File: config.mk
export PLATFORM = sky130hd
export DESIGN_NAME = polynomial_waveshaper_dc_block_mix_core
export DESIGN_NICKNAME = d
export VERILOG_FILES = /design/src/pwdb_pkg.sv /design/src/pwdb_csr.sv /design/src/pwdb_alu.sv /design/src/polynomial_waveshaper_dc_block_mix_core.sv
export VERILOG_INCLUDE_DIRS = /design/src /design/src/src
export SDC_FILE = /design/constraint.sdc
export NUM_CORES = 2
export LEC_CHECK = 0
export BUFFER_PORTS_ARGS = -buffer_cell sky130_fd_sc_hd__buf_2
export CORE_UTILIZATION = 54
export CTS_CLUSTER_SIZE = 24
export DETAILED_ROUTE_END_ITERATION = 6
export GPL_TIMING_DRIVEN = 0
export PLACE_DENSITY = 0.71
export SYNTH_ARGS = -nofsm -noshare
export SYNTH_HDL_FRONTEND = slang
export SYNTH_SLANG_ARGS = --single-unit
File: constraint.sdc
create_clock -name clock -period 18.2 [get_ports clock]
set_input_delay 1.82 -clock clock [delete_from_list [all_inputs] [get_ports clock]]
set_output_delay 1.82 -clock clock [all_outputs]
set_load 0.05 [all_outputs]
File: src/polynomial_waveshaper_dc_block_mix_core_assert.svh
// assertion macros for the waveshaper core and its submodules
// no dependencies; included by files that carry concurrent assertions
`ifndef POLYNOMIAL_WAVESHAPER_DC_BLOCK_MIX_CORE_ASSERT_SVH
`define POLYNOMIAL_WAVESHAPER_DC_BLOCK_MIX_CORE_ASSERT_SVH

// same-cycle implication, disabled during reset
`define PWDB_ASSERT_HOLDS(label, clk, rst, ante, cons) \
   label: assert property (@(posedge clk) disable iff (rst) (ante) |-> (cons)) \
      else $error("pwdb assertion failed");

// next-cycle implication, disabled during reset
`define PWDB_ASSERT_NEXT(label, clk, rst, ante, cons) \
   label: assert property (@(posedge clk) disable iff (rst) (ante) |=> (cons)) \
      else $error("pwdb assertion failed");

`endif

File: src/pwdb_pkg.sv
// shared types and constants of the polynomial waveshaper / dc blocker / mixer
// no dependencies
package pwdb_pkg;

   localparam int SAMPLE_BITS   = 16;
   localparam int COEF_BITS     = 32;
   localparam int GAIN_BITS     = 17;
   localparam int APB_ADDR_BITS = 4;
   localparam int APB_DATA_BITS = 32;

   localparam logic [GAIN_BITS-1:0] UNITY_Q16 = 17'd65536;
   localparam logic [GAIN_BITS-1:0] POLE_Q16  = 17'd65470;

   // shared multiply-add unit sizes
   localparam int MUL_A_BITS = COEF_BITS + 1;
   localparam int MUL_B_BITS = GAIN_BITS + 1;
   localparam int PROD_BITS  = MUL_A_BITS + MUL_B_BITS;
   localparam int ADD_BITS   = COEF_BITS + 2;

   typedef logic [2:0] alu_op_type;
   localparam alu_op_type ALU_HORNER = 3'd0;
   localparam alu_op_type ALU_BLOCK  = 3'd1;
   localparam alu_op_type ALU_GAIN   = 3'd2;
   localparam alu_op_type ALU_DRY    = 3'd3;
   localparam alu_op_type ALU_WET    = 3'd4;

   localparam logic [1:0] REG_DRY_GAIN = 2'd0;
   localparam logic [1:0] REG_VOLUME   = 2'd1;
   localparam logic [1:0] REG_PAN      = 2'd2;

   localparam logic CMD_SAMPLE = 1'b0;
   localparam logic CMD_COEF   = 1'b1;

   typedef struct packed {
      logic                          cmd;
      logic signed [SAMPLE_BITS-1:0] raw_left;
      logic signed [SAMPLE_BITS-1:0] raw_right;
      logic signed [SAMPLE_BITS-1:0] hp_left;
      logic signed [SAMPLE_BITS-1:0] hp_right;
      logic        [3:0]             coef_index;
      logic signed [COEF_BITS-1:0]   coef_value;
   } req_type;

   typedef struct packed {
      logic signed [SAMPLE_BITS-1:0] out_left;
      logic signed [SAMPLE_BITS-1:0] out_right;
   } rsp_type;

   // gains already limited to unity
   typedef struct packed {
      logic [GAIN_BITS-1:0] dry_gain;
      logic [GAIN_BITS-1:0] volume;
      logic [GAIN_BITS-1:0] pan;
   } gain_set_type;

endpackage

File: src/pwdb_csr.sv
// apb-style configuration registers: dry gain, volume, pan
// depends on pwdb_pkg
module pwdb_csr (
   input  logic                                clock,
   input  logic                                reset,
   input  logic                                psel,
   input  logic                                penable,
   input  logic                                pwrite,
   input  logic [pwdb_pkg::APB_ADDR_BITS-1:0]  paddr,
   input  logic [pwdb_pkg::APB_DATA_BITS-1:0]  pwdata,
   output logic [pwdb_pkg::APB_DATA_BITS-1:0]  prdata,
   output logic                                pready,
   output pwdb_pkg::gain_set_type              gains
);
   import pwdb_pkg::*;

   logic [GAIN_BITS-1:0] dry_ff, dry_in;
   logic [GAIN_BITS-1:0] vol_ff, vol_in;
   logic [GAIN_BITS-1:0] pan_ff, pan_in;
   logic                 wr_en;
   logic [1:0]           reg_idx;

   assign pready  = 1'b1;
   assign wr_en   = psel && penable && pwrite;
   assign reg_idx = paddr[3:2];

   always_comb begin
      dry_in = dry_ff;
      vol_in = vol_ff;
      pan_in = pan_ff;
      if (wr_en) begin
         unique case (reg_idx)
            REG_DRY_GAIN: dry_in = pwdata[GAIN_BITS-1:0];
            REG_VOLUME:   vol_in = pwdata[GAIN_BITS-1:0];
            REG_PAN:      pan_in = pwdata[GAIN_BITS-1:0];
            default: ;
         endcase
      end
   end

   always_ff @(posedge clock) begin
      if (reset) begin
         dry_ff <= '0;
         vol_ff <= UNITY_Q16;
         pan_ff <= 17'd32768;
      end else begin
         dry_ff <= dry_in;
         vol_ff <= vol_in;
         pan_ff <= pan_in;
      end
   end

   always_comb begin
      unique case (reg_idx)
         REG_DRY_GAIN: prdata = APB_DATA_BITS'(dry_ff);
         REG_VOLUME:   prdata = APB_DATA_BITS'(vol_ff);
         REG_PAN:      prdata = APB_DATA_BITS'(pan_ff);
         default:      prdata = '0;
      endcase
   end

   // values above unity act as unity
   assign gains.dry_gain = (dry_ff > UNITY_Q16) ? UNITY_Q16 : dry_ff;
   assign gains.volume   = (vol_ff > UNITY_Q16) ? UNITY_Q16 : vol_ff;
   assign gains.pan      = (pan_ff > UNITY_Q16) ? UNITY_Q16 : pan_ff;

endmodule

File: src/pwdb_alu.sv
// shared multiply, floor shift, add and saturate unit
// depends on pwdb_pkg
module pwdb_alu (
   input  pwdb_pkg::alu_op_type                     op,
   input  logic signed [pwdb_pkg::MUL_A_BITS-1:0]   opa,
   input  logic signed [pwdb_pkg::MUL_B_BITS-1:0]   opb,
   input  logic signed [pwdb_pkg::ADD_BITS-1:0]     addend,
   output logic signed [pwdb_pkg::COEF_BITS-1:0]    result
);
   import pwdb_pkg::*;

   localparam logic signed [PROD_BITS:0] SAT32_HI = {{(PROD_BITS-30){1'b0}}, {31{1'b1}}};
   localparam logic signed [PROD_BITS:0] SAT32_LO = {{(PROD_BITS-30){1'b1}}, {31{1'b0}}};
   localparam logic signed [PROD_BITS:0] SMP_HI =
      {{(PROD_BITS+2-SAMPLE_BITS){1'b0}}, {(SAMPLE_BITS-1){1'b1}}};
   localparam logic signed [PROD_BITS:0] SMP_LO =
      {{(PROD_BITS+2-SAMPLE_BITS){1'b1}}, {(SAMPLE_BITS-1){1'b0}}};

   logic signed [PROD_BITS-1:0] prod;
   logic signed [PROD_BITS-1:0] shifted;
   logic signed [PROD_BITS:0]   total;

   always_comb begin
      prod = opa * opb;
      // arithmetic right shift is a floor
      unique case (op)
         ALU_HORNER: shifted = prod >>> (SAMPLE_BITS - 1);
         ALU_BLOCK:  shifted = prod >>> 16;
         ALU_GAIN:   shifted = prod >>> 16;
         ALU_DRY:    shifted = prod >>> 16;
         ALU_WET:    shifted = prod >>> 17;
         default:    shifted = prod;
      endcase
      total = {shifted[PROD_BITS-1], shifted}
            + {{(PROD_BITS+1-ADD_BITS){addend[ADD_BITS-1]}}, addend};
      unique case (op)
         ALU_HORNER, ALU_BLOCK: begin
            if (total > SAT32_HI)      result = {1'b0, {31{1'b1}}};
            else if (total < SAT32_LO) result = {1'b1, {31{1'b0}}};
            else                       result = total[COEF_BITS-1:0];
         end
         ALU_WET: begin
            if (total > SMP_HI)
               result = {{(COEF_BITS+1-SAMPLE_BITS){1'b0}}, {(SAMPLE_BITS-1){1'b1}}};
            else if (total < SMP_LO)
               result = {{(COEF_BITS+1-SAMPLE_BITS){1'b1}}, {(SAMPLE_BITS-1){1'b0}}};
            else
               result = total[COEF_BITS-1:0];
         end
         default: result = total[COEF_BITS-1:0];
      endcase
   end

endmodule

File: src/polynomial_waveshaper_dc_block_mix_core.sv
// stereo polynomial waveshaper with dc blocker and dry/wet mixer, top level
// depends on pwdb_pkg, pwdb_csr, pwdb_alu and the assertion macro header
//
// usage:
//   req channel (valid/ready) carries one transaction per item. cmd = CMD_COEF
//   writes coefficient coef_index (ignored when >= NUM_COEFS) and gives no
//   response. cmd = CMD_SAMPLE shapes both high-passed samples with the
//   degree NUM_COEFS-1 polynomial, runs the one-pole dc blocker per channel and
//   mixes with the dry samples; one rsp transaction follows.
//   all multiplications go through a single shared multiply-add unit, stepped by
//   the sequencer below: per channel NUM_COEFS-1 horner steps, then blocker,
//   wet gain, dry product and final mix.
//   a new sample is taken only once the previous result has left the
//   sequencer for the output register.
//   req_ready is high only while the sequencer is idle.
//   the result sits in an output register, so the next transaction is taken
//   while rsp is stalled; a finished result waits in the hold state until the
//   output register frees up.
//   reset (synchronous) clears coefficients, blocker state and returns the
//   csr to dry 0, volume unity, pan half.
//   the apb port is always ready; write it only while no sample is in flight.
module polynomial_waveshaper_dc_block_mix_core #(
   parameter int NUM_COEFS = 11
) (
   input  logic                                clock,
   input  logic                                reset,
   input  logic                                req_valid,
   output logic                                req_ready,
   input  pwdb_pkg::req_type                   req_data,
   output logic                                rsp_valid,
   input  logic                                rsp_ready,
   output pwdb_pkg::rsp_type                   rsp_data,
   input  logic                                psel,
   input  logic                                penable,
   input  logic                                pwrite,
   input  logic [pwdb_pkg::APB_ADDR_BITS-1:0]  paddr,
   input  logic [pwdb_pkg::APB_DATA_BITS-1:0]  pwdata,
   output logic [pwdb_pkg::APB_DATA_BITS-1:0]  prdata,
   output logic                                pready
);
   import pwdb_pkg::*;

   `include "polynomial_waveshaper_dc_block_mix_core_assert.svh"

   localparam int K_BITS = $clog2(NUM_COEFS);
   localparam logic [K_BITS-1:0] K_START = K_BITS'(NUM_COEFS - 2);
   localparam logic [K_BITS-1:0] K_TOP   = K_BITS'(NUM_COEFS - 1);

   // sequencer codes
   localparam logic [2:0] ST_IDLE   = 3'd0;
   localparam logic [2:0] ST_HORNER = 3'd1;
   localparam logic [2:0] ST_BLOCK  = 3'd2;
   localparam logic [2:0] ST_GAIN   = 3'd3;
   localparam logic [2:0] ST_DRY    = 3'd4;
   localparam logic [2:0] ST_WET    = 3'd5;
   localparam logic [2:0] ST_HOLD   = 3'd6;

   logic [2:0]                    state_ff;
   logic [K_BITS-1:0]             k_ff;
   logic                          ch_ff;
   req_type                       sample_ff;
   logic signed [COEF_BITS-1:0]   acc_ff;
   logic [GAIN_BITS-1:0]          gain_ff;
   logic signed [SAMPLE_BITS-1:0] dry_ff;
   logic signed [SAMPLE_BITS-1:0] res_left_ff;
   logic signed [SAMPLE_BITS-1:0] res_right_ff;
   logic signed [COEF_BITS-1:0]   coef_ff [NUM_COEFS];
   logic signed [COEF_BITS-1:0]   prev_ff [2];
   logic signed [COEF_BITS-1:0]   blk_ff  [2];
   logic                          rsp_valid_ff;
   rsp_type                       rsp_data_ff;

   gain_set_type                  gains;
   alu_op_type                    alu_op;
   logic signed [MUL_A_BITS-1:0]  alu_a;
   logic signed [MUL_B_BITS-1:0]  alu_b;
   logic signed [ADD_BITS-1:0]    alu_add;
   logic signed [COEF_BITS-1:0]   alu_res;

   logic                          req_fire;
   logic                          out_free;
   logic signed [SAMPLE_BITS-1:0] hp_sel;
   logic signed [SAMPLE_BITS-1:0] raw_sel;
   logic signed [COEF_BITS-1:0]   coef_k;
   logic signed [COEF_BITS-1:0]   prev_sel;
   logic signed [COEF_BITS-1:0]   blk_sel;
   logic [GAIN_BITS-1:0]          pan_sel;

   pwdb_csr u_csr (
      .clock   (clock),
      .reset   (reset),
      .psel    (psel),
      .penable (penable),
      .pwrite  (pwrite),
      .paddr   (paddr),
      .pwdata  (pwdata),
      .prdata  (prdata),
      .pready  (pready),
      .gains   (gains)
   );

   pwdb_alu u_alu (
      .op     (alu_op),
      .opa    (alu_a),
      .opb    (alu_b),
      .addend (alu_add),
      .result (alu_res)
   );

   assign req_ready = (state_ff == ST_IDLE);
   assign req_fire  = req_valid && req_ready;
   assign out_free  = !rsp_valid_ff || rsp_ready;
   assign rsp_valid = rsp_valid_ff;
   assign rsp_data  = rsp_data_ff;

   // channel selection for the operand mux
   assign hp_sel   = ch_ff ? sample_ff.hp_right  : sample_ff.hp_left;
   assign raw_sel  = ch_ff ? sample_ff.raw_right : sample_ff.raw_left;
   assign coef_k   = coef_ff[k_ff];
   assign prev_sel = prev_ff[ch_ff];
   assign blk_sel  = blk_ff[ch_ff];
   // right channel gets one minus pan
   assign pan_sel  = ch_ff ? (UNITY_Q16 - gains.pan) : gains.pan;

   // operand mux of the shared unit
   always_comb begin
      alu_op  = ALU_DRY;
      alu_a   = '0;
      alu_b   = '0;
      alu_add = '0;
      unique case (state_ff)
         ST_HORNER: begin
            alu_op  = ALU_HORNER;
            alu_a   = {acc_ff[COEF_BITS-1], acc_ff};
            alu_b   = {{(MUL_B_BITS-SAMPLE_BITS){hp_sel[SAMPLE_BITS-1]}}, hp_sel};
            alu_add = {{(ADD_BITS-COEF_BITS){coef_k[COEF_BITS-1]}}, coef_k};
         end
         ST_BLOCK: begin
            // b = 0.999 b + y - y_prev
            alu_op  = ALU_BLOCK;
            alu_a   = {blk_sel[COEF_BITS-1], blk_sel};
            alu_b   = {1'b0, POLE_Q16};
            alu_add = {{(ADD_BITS-COEF_BITS){acc_ff[COEF_BITS-1]}}, acc_ff}
                    - {{(ADD_BITS-COEF_BITS){prev_sel[COEF_BITS-1]}}, prev_sel};
         end
         ST_GAIN: begin
            alu_op = ALU_GAIN;
            alu_a  = {{(MUL_A_BITS-GAIN_BITS){1'b0}}, gains.volume};
            alu_b  = {1'b0, pan_sel};
         end
         ST_DRY: begin
            alu_op = ALU_DRY;
            alu_a  = {{(MUL_A_BITS-SAMPLE_BITS){raw_sel[SAMPLE_BITS-1]}}, raw_sel};
            alu_b  = {1'b0, gains.dry_gain};
         end
         ST_WET: begin
            // wet term drops one extra bit to go from q16 to q15
            alu_op  = ALU_WET;
            alu_a   = {acc_ff[COEF_BITS-1], acc_ff};
            alu_b   = {1'b0, gain_ff};
            alu_add = {{(ADD_BITS-SAMPLE_BITS){dry_ff[SAMPLE_BITS-1]}}, dry_ff};
         end
         default: ;
      endcase
   end

   // sequencer and model state
   always_ff @(posedge clock) begin
      if (reset) begin
         state_ff     <= ST_IDLE;
         k_ff         <= '0;
         ch_ff        <= 1'b0;
         rsp_valid_ff <= 1'b0;
         for (int i = 0; i < NUM_COEFS; i++) coef_ff[i] <= '0;
         for (int i = 0; i < 2; i++) begin
            prev_ff[i] <= '0;
            blk_ff[i]  <= '0;
         end
      end else begin
         // the hold state reloads the output slot itself
         if (rsp_valid_ff && rsp_ready && state_ff != ST_HOLD) rsp_valid_ff <= 1'b0;
         unique case (state_ff)
            ST_IDLE: begin
               if (req_fire) begin
                  if (req_data.cmd == CMD_COEF) begin
                     if (32'(req_data.coef_index) < NUM_COEFS)
                        coef_ff[req_data.coef_index[K_BITS-1:0]] <= req_data.coef_value;
                  end else begin
                     sample_ff <= req_data;
                     acc_ff    <= coef_ff[K_TOP];
                     k_ff      <= K_START;
                     ch_ff     <= 1'b0;
                     state_ff  <= ST_HORNER;
                  end
               end
            end
            ST_HORNER: begin
               acc_ff <= alu_res;
               if (k_ff == '0) state_ff <= ST_BLOCK;
               else            k_ff     <= k_ff - 1'b1;
            end
            ST_BLOCK: begin
               blk_ff[ch_ff]  <= alu_res;
               prev_ff[ch_ff] <= acc_ff;
               acc_ff         <= alu_res;
               state_ff       <= ST_GAIN;
            end
            ST_GAIN: begin
               gain_ff  <= alu_res[GAIN_BITS-1:0];
               state_ff <= ST_DRY;
            end
            ST_DRY: begin
               dry_ff   <= alu_res[SAMPLE_BITS-1:0];
               state_ff <= ST_WET;
            end
            ST_WET: begin
               if (ch_ff == 1'b0) begin
                  res_left_ff <= alu_res[SAMPLE_BITS-1:0];
                  ch_ff       <= 1'b1;
                  acc_ff      <= coef_ff[K_TOP];
                  k_ff        <= K_START;
                  state_ff    <= ST_HORNER;
               end else begin
                  res_right_ff <= alu_res[SAMPLE_BITS-1:0];
                  state_ff     <= ST_HOLD;
               end
            end
            ST_HOLD: begin
               // wait until the output register is free
               if (out_free) begin
                  rsp_data_ff.out_left  <= res_left_ff;
                  rsp_data_ff.out_right <= res_right_ff;
                  rsp_valid_ff          <= 1'b1;
                  state_ff              <= ST_IDLE;
               end
            end
            default: state_ff <= ST_IDLE;
         endcase
      end
   end

   // horner counter never runs past the second highest coefficient
   `PWDB_ASSERT_HOLDS(a_k_range, clock, reset, state_ff == ST_HORNER, k_ff <= K_START)
   // a sample transaction starts the left channel horner loop
   `PWDB_ASSERT_NEXT(a_sample_start, clock, reset, req_fire && req_data.cmd == CMD_SAMPLE,
      state_ff == ST_HORNER && ch_ff == 1'b0)
   // a coefficient transaction leaves the block idle
   `PWDB_ASSERT_NEXT(a_coef_idle, clock, reset, req_fire && req_data.cmd == CMD_COEF,
      state_ff == ST_IDLE)
   // a held result moves to the output as soon as the slot is free
   `PWDB_ASSERT_NEXT(a_hold_release, clock, reset, state_ff == ST_HOLD && out_free,
      rsp_valid_ff && state_ff == ST_IDLE)
   // wet gain never exceeds unity
   `PWDB_ASSERT_HOLDS(a_gain_range, clock, reset, state_ff == ST_DRY, gain_ff <= UNITY_Q16)

endmodule
# Word-level counts from Yosys, hierarchy flattened
# Memories as Yosys holds them, arrays and structs flattened. A register that Yosys moved wholly into a read port is not among the register bits.
# Index checks and enable logic that the tools add are counted.
[classes] add_sub_neg=4 multipliers=1 order_cmp=8 eq_ne=19 muxes=64 bitwise_logic=3 reduce_logical=34
[op_table] cell="32-bit two-way mux" n=10
[op_table] cell="50-bit one-hot mux with 3 select lines" n=1
[op_table] cell="33-bit one-hot mux with 4 select lines" n=1
[op_table] cell="34-bit one-hot mux with 3 select lines" n=1
[op_table] cell="32-bit one-hot mux with 3 select lines" n=1
[op_table] cell="32-bit OR reduction" n=3
[op_table] cell="18-bit one-hot mux with 5 select lines" n=1
[op_table] cell="17-bit two-way mux" n=4
[op_table] cell="32-bit one-hot mux with 2 select lines" n=1
[op_table] cell="51-bit by 34-bit adder with 52-bit output" n=1
[op_table] cell="52-bit by 16-bit greater-than comparator with 1-bit output, second input constant" n=1
[op_table] cell="52-bit by 32-bit greater-than comparator with 1-bit output, second input constant" n=1
[op_table] cell="52-bit by 16-bit < comparator with 1-bit output, second input constant" n=1
[op_table] cell="52-bit by 32-bit < comparator with 1-bit output, second input constant" n=1
[op_table] cell="17-bit greater-than comparator, second input constant" n=3
[op_table] cell="33-bit by 18-bit multiplier with 51-bit output" n=1
[op_table] cell="17-bit one-hot mux with 3 select lines" n=1
[op_table] cell="32-bit by 32-bit subtractor with 33-bit output" n=1
[op_table] cell="16-bit two-way mux" n=2
[op_table] cell="4-bit two-way mux" n=7
[op_table] cell="1-bit two-way mux" n=25
[op_table] cell="3-bit one-hot mux with 7 select lines" n=1
[op_table] cell="17-bit subtractor, first input constant" n=1
[op_table] cell="3-bit two-way mux" n=5
[op_table] cell="28 further kinds" n=58
[word_totals] reg_bits=253 mem_bits_rw=480 in_bits=144 output_inout_bits=67 n_memories=3
[memory_table] name="coef_ff" words=11 word_bits=32 read_ports=2 rd_ports_with_merged_regs=1 write_ports=11 line="polynomial_waveshaper_dc_block_mix_core.sv:67" text="logic signed [COEF_BITS-1:0] coef_ff [NUM_COEFS];"
[memory_table] name="blk_ff" words=2 word_bits=32 read_ports=1 rd_ports_with_merged_regs=1 write_ports=2 line="polynomial_waveshaper_dc_block_mix_core.sv:69" text="logic signed [COEF_BITS-1:0] blk_ff [2];"
[memory_table] name="prev_ff" words=2 word_bits=32 read_ports=1 rd_ports_with_merged_regs=1 write_ports=2 line="polynomial_waveshaper_dc_block_mix_core.sv:68" text="logic signed [COEF_BITS-1:0] prev_ff [2];"

# Logic depth before layout (Yosys ltp)
[depth] depth_word=13 mapped_depth=56

# By module
# A second synthesis with hierarchy kept.
[unflattened] cells_unflattened=6216 area_unflattened_um2=66603.9
[by_module_without_submodules] module="polynomial_waveshaper_dc_block_mix_core" instances=1 cells_per_inst=2588 area_per_inst_um2=37534.7
[by_module_without_submodules] module="pwdb_alu" instances=1 cells_per_inst=3273 area_per_inst_um2=26012.4
[by_module_without_submodules] module="pwdb_csr" instances=1 cells_per_inst=355 area_per_inst_um2=3056.7

# Worst setup path after synthesis
# No wires, ideal clock.
[synth_path] kind="register -> register" from="register state_ff[2]" to="register dry_ff[10] (data pin)" arrival_time_ns=12.783 required_time_ns=17.999 slack_ns=5.216 path_stages_with_launch=52 synth_period_minus_slack_ns=12.984 path_cell_list="dfxtp_1 -> clkbuf_1 -> inv_1 -> clkbuf_1 -> buf_1 -> clkbuf_1 -> clkbuf_1 -> ha_1 -> or2_2 -> clkbuf_1 -> clkbuf_1 -> a22o_1 -> clkbuf_1 -> nand2_1 -> fa_1 -> inv_1 -> fa_1 -> inv_1 -> (+16 left out) -> a221oi_2 -> clkbuf_1 -> xnor2_1 -> ha_1 -> clkbuf_1 -> a21o_1 -> a21o_1 -> a21oi_1 -> o221ai_1 -> nor3_1 -> o31ai_1 -> or4_4 -> nor4_4 -> nor3_1 -> a31o_2 -> buf_6 -> buf_2 -> o21ai_0"
[synth_between] elab_chain_cells=10
[synth_rtl] element="start, declared" line="polynomial_waveshaper_dc_block_mix_core.sv:58" text="logic [2:0] state_ff;"
[synth_rtl] element="start signal, assigned" line="polynomial_waveshaper_dc_block_mix_core.sv:170" text="state_ff <= ST_IDLE;"
[synth_rtl] element="start signal, assigned" line="polynomial_waveshaper_dc_block_mix_core.sv:193" text="state_ff <= ST_HORNER;"
[synth_rtl] element="start signal, assigned" line="polynomial_waveshaper_dc_block_mix_core.sv:199" text="if (k_ff == '0) state_ff <= ST_BLOCK;"
[synth_rtl] element="3-bit equality test, or another cell as far along" line="polynomial_waveshaper_dc_block_mix_core.sv:131" text="unique case (state_ff)"
[synth_rtl] element="2-bit OR reduction (no line) / 3-bit one-hot mux with 4 select lines (equally long branches)"
[synth_rtl] element="33-bit one-hot mux with 4 select lines, or another cell as far along" line="polynomial_waveshaper_dc_block_mix_core.sv:131"
[synth_rtl] element="33-bit by 18-bit multiplier with 51-bit output / 3-bit OR reduction (equally long branches)"
[synth_rtl] element="50-bit one-hot mux with 3 select lines" line="pwdb_alu.sv:26" text="unique case (op)"
[synth_rtl] element="51-bit by 34-bit adder with 52-bit output" line="pwdb_alu.sv:35" text="+ {{(PROD_BITS+1-ADD_BITS){addend[ADD_BITS-1]}}, addend};"
[synth_rtl] element="52-bit by 16-bit < comparator with 1-bit output / 52-bit by 32-bit < comparator with 1-bit output (equally long branches)" line="pwdb_alu.sv:45, pwdb_alu.sv:39"
[synth_rtl] element="32-bit two-way mux (on tied branches)" line="pwdb_alu.sv:45, pwdb_alu.sv:39"
[synth_rtl] element="32-bit two-way mux (on tied branches)" line="pwdb_alu.sv:43, pwdb_alu.sv:38"
[synth_rtl] element="32-bit one-hot mux with 2 select lines (*)" line="pwdb_alu.sv:36" text="unique case (op)"
[synth_rtl] element="via alu_res[10]" line="polynomial_waveshaper_dc_block_mix_core.sv:78" text="logic signed [COEF_BITS-1:0] alu_res;"
[synth_rtl] element="end signal, assigned" line="polynomial_waveshaper_dc_block_mix_core.sv:213" text="dry_ff <= alu_res[SAMPLE_BITS-1:0];"
[synth_rtl] element="end, declared" line="polynomial_waveshaper_dc_block_mix_core.sv:64" text="logic signed [SAMPLE_BITS-1:0] dry_ff;"
# Mark *: on every way through the listed nets, which the timed path passes. The rest lies on a longest branch.
# A chain may end at the register's enable or synchronous reset.

# Worst setup path in the final report
[layout_path] from="register state_ff[2]" to="register res_left_ff[8] (data pin)"
[layout_between] elab_chain_cells=10
[layout_rtl] element="3-bit equality test, or another cell as far along" line="polynomial_waveshaper_dc_block_mix_core.sv:131"
[layout_rtl] element="2-bit OR reduction (no line) / 3-bit one-hot mux with 4 select lines (equally long branches)"
[layout_rtl] element="33-bit one-hot mux with 4 select lines, or another cell as far along" line="polynomial_waveshaper_dc_block_mix_core.sv:131"
[layout_rtl] element="33-bit by 18-bit multiplier with 51-bit output / 3-bit OR reduction (equally long branches)"
[layout_rtl] element="50-bit one-hot mux with 3 select lines" line="pwdb_alu.sv:26"
[layout_rtl] element="51-bit by 34-bit adder with 52-bit output" line="pwdb_alu.sv:35"
[layout_rtl] element="52-bit by 16-bit < comparator with 1-bit output / 52-bit by 32-bit < comparator with 1-bit output (equally long branches)" line="pwdb_alu.sv:45, pwdb_alu.sv:39"
[layout_rtl] element="32-bit two-way mux (on tied branches)" line="pwdb_alu.sv:45, pwdb_alu.sv:39"
[layout_rtl] element="32-bit two-way mux (on tied branches)" line="pwdb_alu.sv:43, pwdb_alu.sv:38"
[layout_rtl] element="32-bit one-hot mux with 2 select lines (*)" line="pwdb_alu.sv:36"
[layout_rtl] element="via alu_res[8]" line="polynomial_waveshaper_dc_block_mix_core.sv:78"
[layout_rtl] element="end signal, assigned" line="polynomial_waveshaper_dc_block_mix_core.sv:218" text="res_left_ff <= alu_res[SAMPLE_BITS-1:0];"
[layout_rtl] element="end, declared" line="polynomial_waveshaper_dc_block_mix_core.sv:65" text="logic signed [SAMPLE_BITS-1:0] res_left_ff;"
# Marks and branches as above.

==> key figures <==
Logic synthesis
  – Number of warning messages in the yosys log: 0
  – List of most frequent post-synthesis cells: 801 x sky130_fd_sc_hd__edfxtp_1, 751 x sky130_fd_sc_hd__inv_1, 717 x sky130_fd_sc_hd__nand2_1
  – Count of distinct cell types in the synthesized netlist: 88
  – Share of the synthesized area in the top cell type: 0.375
  – Synth Instances: 5922
  – Async S/R FF share, synth: 0
  – Most common flop cell mapped by yosys: sky130_fd_sc_hd__edfxtp_1
  – Library cell occupying the most area in the post-synthesis netlist: sky130_fd_sc_hd__edfxtp_1
  – Netlist area before placement: 64100 µm²
  – Sequential fraction of the synthesis area: 0.405
  – Syn avg cell area: 10.8 µm²
  – Count of state elements after synthesis: 898
  – Biggest area contributors in the synthesized netlist: sky130_fd_sc_hd__edfxtp_1 38%, sky130_fd_sc_hd__fa_1 17%, sky130_fd_sc_hd__mux4_2 5.6%
  – Count of flip-flops with a built-in enable after synthesis: 801
  – Most numerous cell in the Yosys netlist: sky130_fd_sc_hd__edfxtp_1

Floorplan
  – Number of rows created at floorplan: 126
  – Die outline height: 347 µm
  – Area of the die: 120000 µm²
  – Width of the die: 347 µm
  – Boundary pin count: 211
  – Placeable core region: 118000 µm²
  – Starting Density: 0.544

Routing
  – Number of detailed-route iterations in the first pass: 7
  – Total detailed-routing wirelength: 205000 µm
  – Number of remaining DRC errors: 6
  – Number of nets still failing antenna checks after routing: 0
  – Number of vias in the routed layout: 48600
  – Routed len/inst: 25.6 µm
  – Number of DRC markers in iteration 0: 5718
  – Routed vias/inst: 6.06

Cells and area
  – Post-layout net count: 7310
  – Combined area of the multi-input logic cells: 34600 µm²
  – Layout Area Growth over Synthesis: 11.3%
  – Fraction of final layout cells with drive strength greater than 1: 0.0973
  – Final Util: 0.605
  – Fill cell total of the finished layout: 9731
  – Area taken by flip-flops and latches: 26000 µm²

Run status
  – Violations in the final reports: DRC, capacitance limit, slew limit
  – Result of the run: finished with violations

Clock tree
  – Clock sink count: 898
  – CTS Buf Count: 92
  – Clock tree root buffer cell: sky130_fd_sc_hd__clkbuf_16
  – TritonCTS clock tree: yes
  – Clock Tree Buf Depth: 3
  – Clk pin slew, worst setup/hold paths: 0.06 ns
  – Number of H-tree branching levels: 3
  – Hold bufs inserted after CTS: 0
  – Worst skew pair latency: 0.73 ns

Critical path
  – Worst r2r dst: res_left_ff[8]
  – Kind of critical path: register to register
  – Startpoint types: register
  – Critical path peak fanout: 10
  – Type of element capturing the critical path: register
  – Flop-to-flop setup slack: 0.46 ns
  – Max stage delay cell, worst path: sky130_fd_sc_hd__a41oi_1
  – Cell seen most often among critical-path stages: sky130_fd_sc_hd__clkbuf_1
  – Critical Path Max Stage Delay: 0.65 ns
  – Reg2reg path depth: 48
  – CP Launch Point: state_ff[2]
  – FF-to-FF Start: state_ff[2]
  – Critical Path RT: 18.53 ns
  – Worst Path Arrival: 18.07 ns

GRT
  – Met1 Resource Use GR: 0.431
  – Global Route met2 Usage: 0.555
  – Met3 global-route usage: 0.0647
  – Total global routing track utilization: 0.343
  – Most utilized layer in the global route result: met2
  – Antenna violations before repair: 4
  – First-pass GRT wire length: 303000 µm
  – Overflow left after global routing: 0
  – Maximum number of pins on one net before global-route repair: 56
  – Vias in the first global route: 48600

Placement
  – Post-detailed-placement half-perimeter wirelength: 159000 µm
  – Global placer's final weighted congestion: 1.03
  – Worst-case setup slack after placement: -1.13 ns
  – Number of buffers inserted by port buffering: 176

Power
  – Internal power of the cells: 4.16 mW
  – Static leakage: 29.3 nW
  – Part of the power in registers: 0.378
  – Power, Total: 6.48 mW
  – Proportion of total power due to net switching: 0.359
  – Power density relative to cell area: 90.8 nW/µm²
  – Clock power share: 0.308
  – Maximum ir drop on the vdd rail: 92.2 µV
  – Power spent charging and discharging nets: 2.33 mW
  – Part of the total power dissipated in combinational logic: 0.314

Min path
  – Hold Startpoint: res_right_ff[3]
  – Worst hold-check path type: register to register
  – Hold path cells: 0
  – Hold Crit Endpoint: rsp_data[3]

Timing
  – Number of slew-limit violations in the final report: 17
  – Peak Freq: 56.4 MHz
  – Minimum clock period after layout: 17.74 ns
  – Period utilization: 0.974
  – Total negative slack: 0 ns
  – Tightest Pin Transition: 1.64 ns
  – Final hold vios: 0
  – Setup violators final: 0
  – Worst slew margin relative to its limit: -0.0916
  – Setup repair after global routing missed its margin: no
  – Crit path setup slack, layout: 0.465 ns
  – Worst Skew: 0.0583 ns

Run
  – Total of max-cap violations: 2
worst max-delay path: cells and delay by family (launching register included):
family / cells / cell delay [ns]
AO/OA/AOI/OAI: 9 / 3.83
flip-flops: 1 / 0.31
adder cells (fa/ha/maj): 9 / 4.09
XOR/XNOR: 1 / 0.16
AND/OR/NAND/NOR: 12 / 3.63
buffers and inverters: 17 / 5.26
metrics by stage:
stage               instances  area, µm²  hold slack [ns]
global route             8012      71400            0.420
finish                   8015      71400            0.416
floorplan                6096      64800            0.400
global placement         7808      67600            0.402
detailed placement       7837      68100            0.405
CTS                      8009      71300            0.417
kinds of logic (layout without fill, tap and decap cells):
kind of cell | count (synthesis) | in the layout | share of synthesized area
compound gates | 919 | 919 | 0.0942
xor+xnor | 132 | 132 | 0.0180
other cells | 2 | 181 | 0.000117
simple gates | 1787 | 1787 | 0.122
flops | 898 | 898 | 0.405
fa+ha+maj | 770 | 770 | 0.216
mux | 294 | 294 | 0.0776
buf+inv | 1120 | 1498 | 0.0671
layer usage:
layer  share of wire  up-vias
met1            0.36    24000
met2            0.47     2859
met4           0.069        2
met3           0.099      686
li1                -    21000
met5        0.000073        -
final cells by class:
class / instances / share of cell area
Clock buffer: 118 / 0.0355
Buffer: 368 / 0.0208
Antenna cell: 5 / 0.000175
Timing Repair Buffer: 206 / 0.0186
Multi-Input combinational cell: 4078 / 0.485
Tap cell: 1536 / 0.0269
Sequential cell: 898 / 0.364
Inverter: 752 / 0.0396
Clock inverter: 54 / 0.00947
registers in the layout (all words and copies together), names as in the netlist, named ones only:
| register | cells |
|---|---|
| rsp_valid | 1 |
| res_right_ff | 16 |
| ch_ff | 1 |
| res_left_ff | 16 |
| acc_ff | 32 |
| prev_ff | 64 |
| state_ff | 3 |
| dry_ff | 16 |
| gain_ff | 17 |
| coef_ff | 512 |
| sample_ff | 64 |
| u_csr.dry_ff | 17 |
| k_ff | 4 |
| u_csr.pan_ff | 17 |
| blk_ff | 64 |
| u_csr.vol_ff | 17 |
| rsp_data | 32 |
worst max path at each step:
stage	end	slack, ns	depth (start not counted)
after floorplan	dry_ff[10]	5.22	51
after global placement	res_left_ff[0]	-1.09	45
after detailed placement	res_left_ff[0]	-1.13	48
after CTS	gain_ff[13]	-0.01	49
after global routing	gain_ff[8]	0.06	48
final	res_left_ff[8]	0.46	48
what timing repair did:
action                     4_1_cts  5_1_grt
resized for setup                7       10
setup buffers                    0        0
setup endpoints to repair      150      123
power by group through the flow:
stage	registers, mW	logic, mW	clock network, mW
final	2.45	2.04	2.00
after global routing	2.45	2.14	2.07
after CTS	2.45	1.97	2.00
after detailed placement	2.49	1.96	0
after global placement	2.49	1.91	0
after floorplan	2.46	1.23	0
placed cells by master (no fill, tap or decap), types with 23 or more instances in the layout:
master	instances
sky130_fd_sc_hd__fa_1	560
sky130_fd_sc_hd__nand2b_1	36
sky130_fd_sc_hd__o21ai_0	169
sky130_fd_sc_hd__dfxtp_1	97
sky130_fd_sc_hd__mux2_2	23
sky130_fd_sc_hd__and3_1	46
sky130_fd_sc_hd__mux2i_1	111
sky130_fd_sc_hd__o31ai_1	70
sky130_fd_sc_hd__nand2_1	717
sky130_fd_sc_hd__nor2b_1	36
sky130_fd_sc_hd__clkbuf_1	315
sky130_fd_sc_hd__nor4_1	23
sky130_fd_sc_hd__a21oi_1	266
sky130_fd_sc_hd__nor3_1	72
sky130_fd_sc_hd__nand4_1	23
sky130_fd_sc_hd__clkbuf_16	93
sky130_fd_sc_hd__buf_2	196
sky130_fd_sc_hd__xor2_1	46
sky130_fd_sc_hd__o22a_1	23
sky130_fd_sc_hd__conb_1	176
sky130_fd_sc_hd__ha_1	210
sky130_fd_sc_hd__xnor2_1	86
sky130_fd_sc_hd__o211ai_1	27
sky130_fd_sc_hd__inv_1	751
sky130_fd_sc_hd__buf_1	30
sky130_fd_sc_hd__and2_1	99
sky130_fd_sc_hd__nor2_1	616
sky130_fd_sc_hd__mux4_2	160
sky130_fd_sc_hd__nand3_1	36
sky130_fd_sc_hd__a21o_1	83
sky130_fd_sc_hd__edfxtp_1	801
Power figures use the tool's default switching activity.
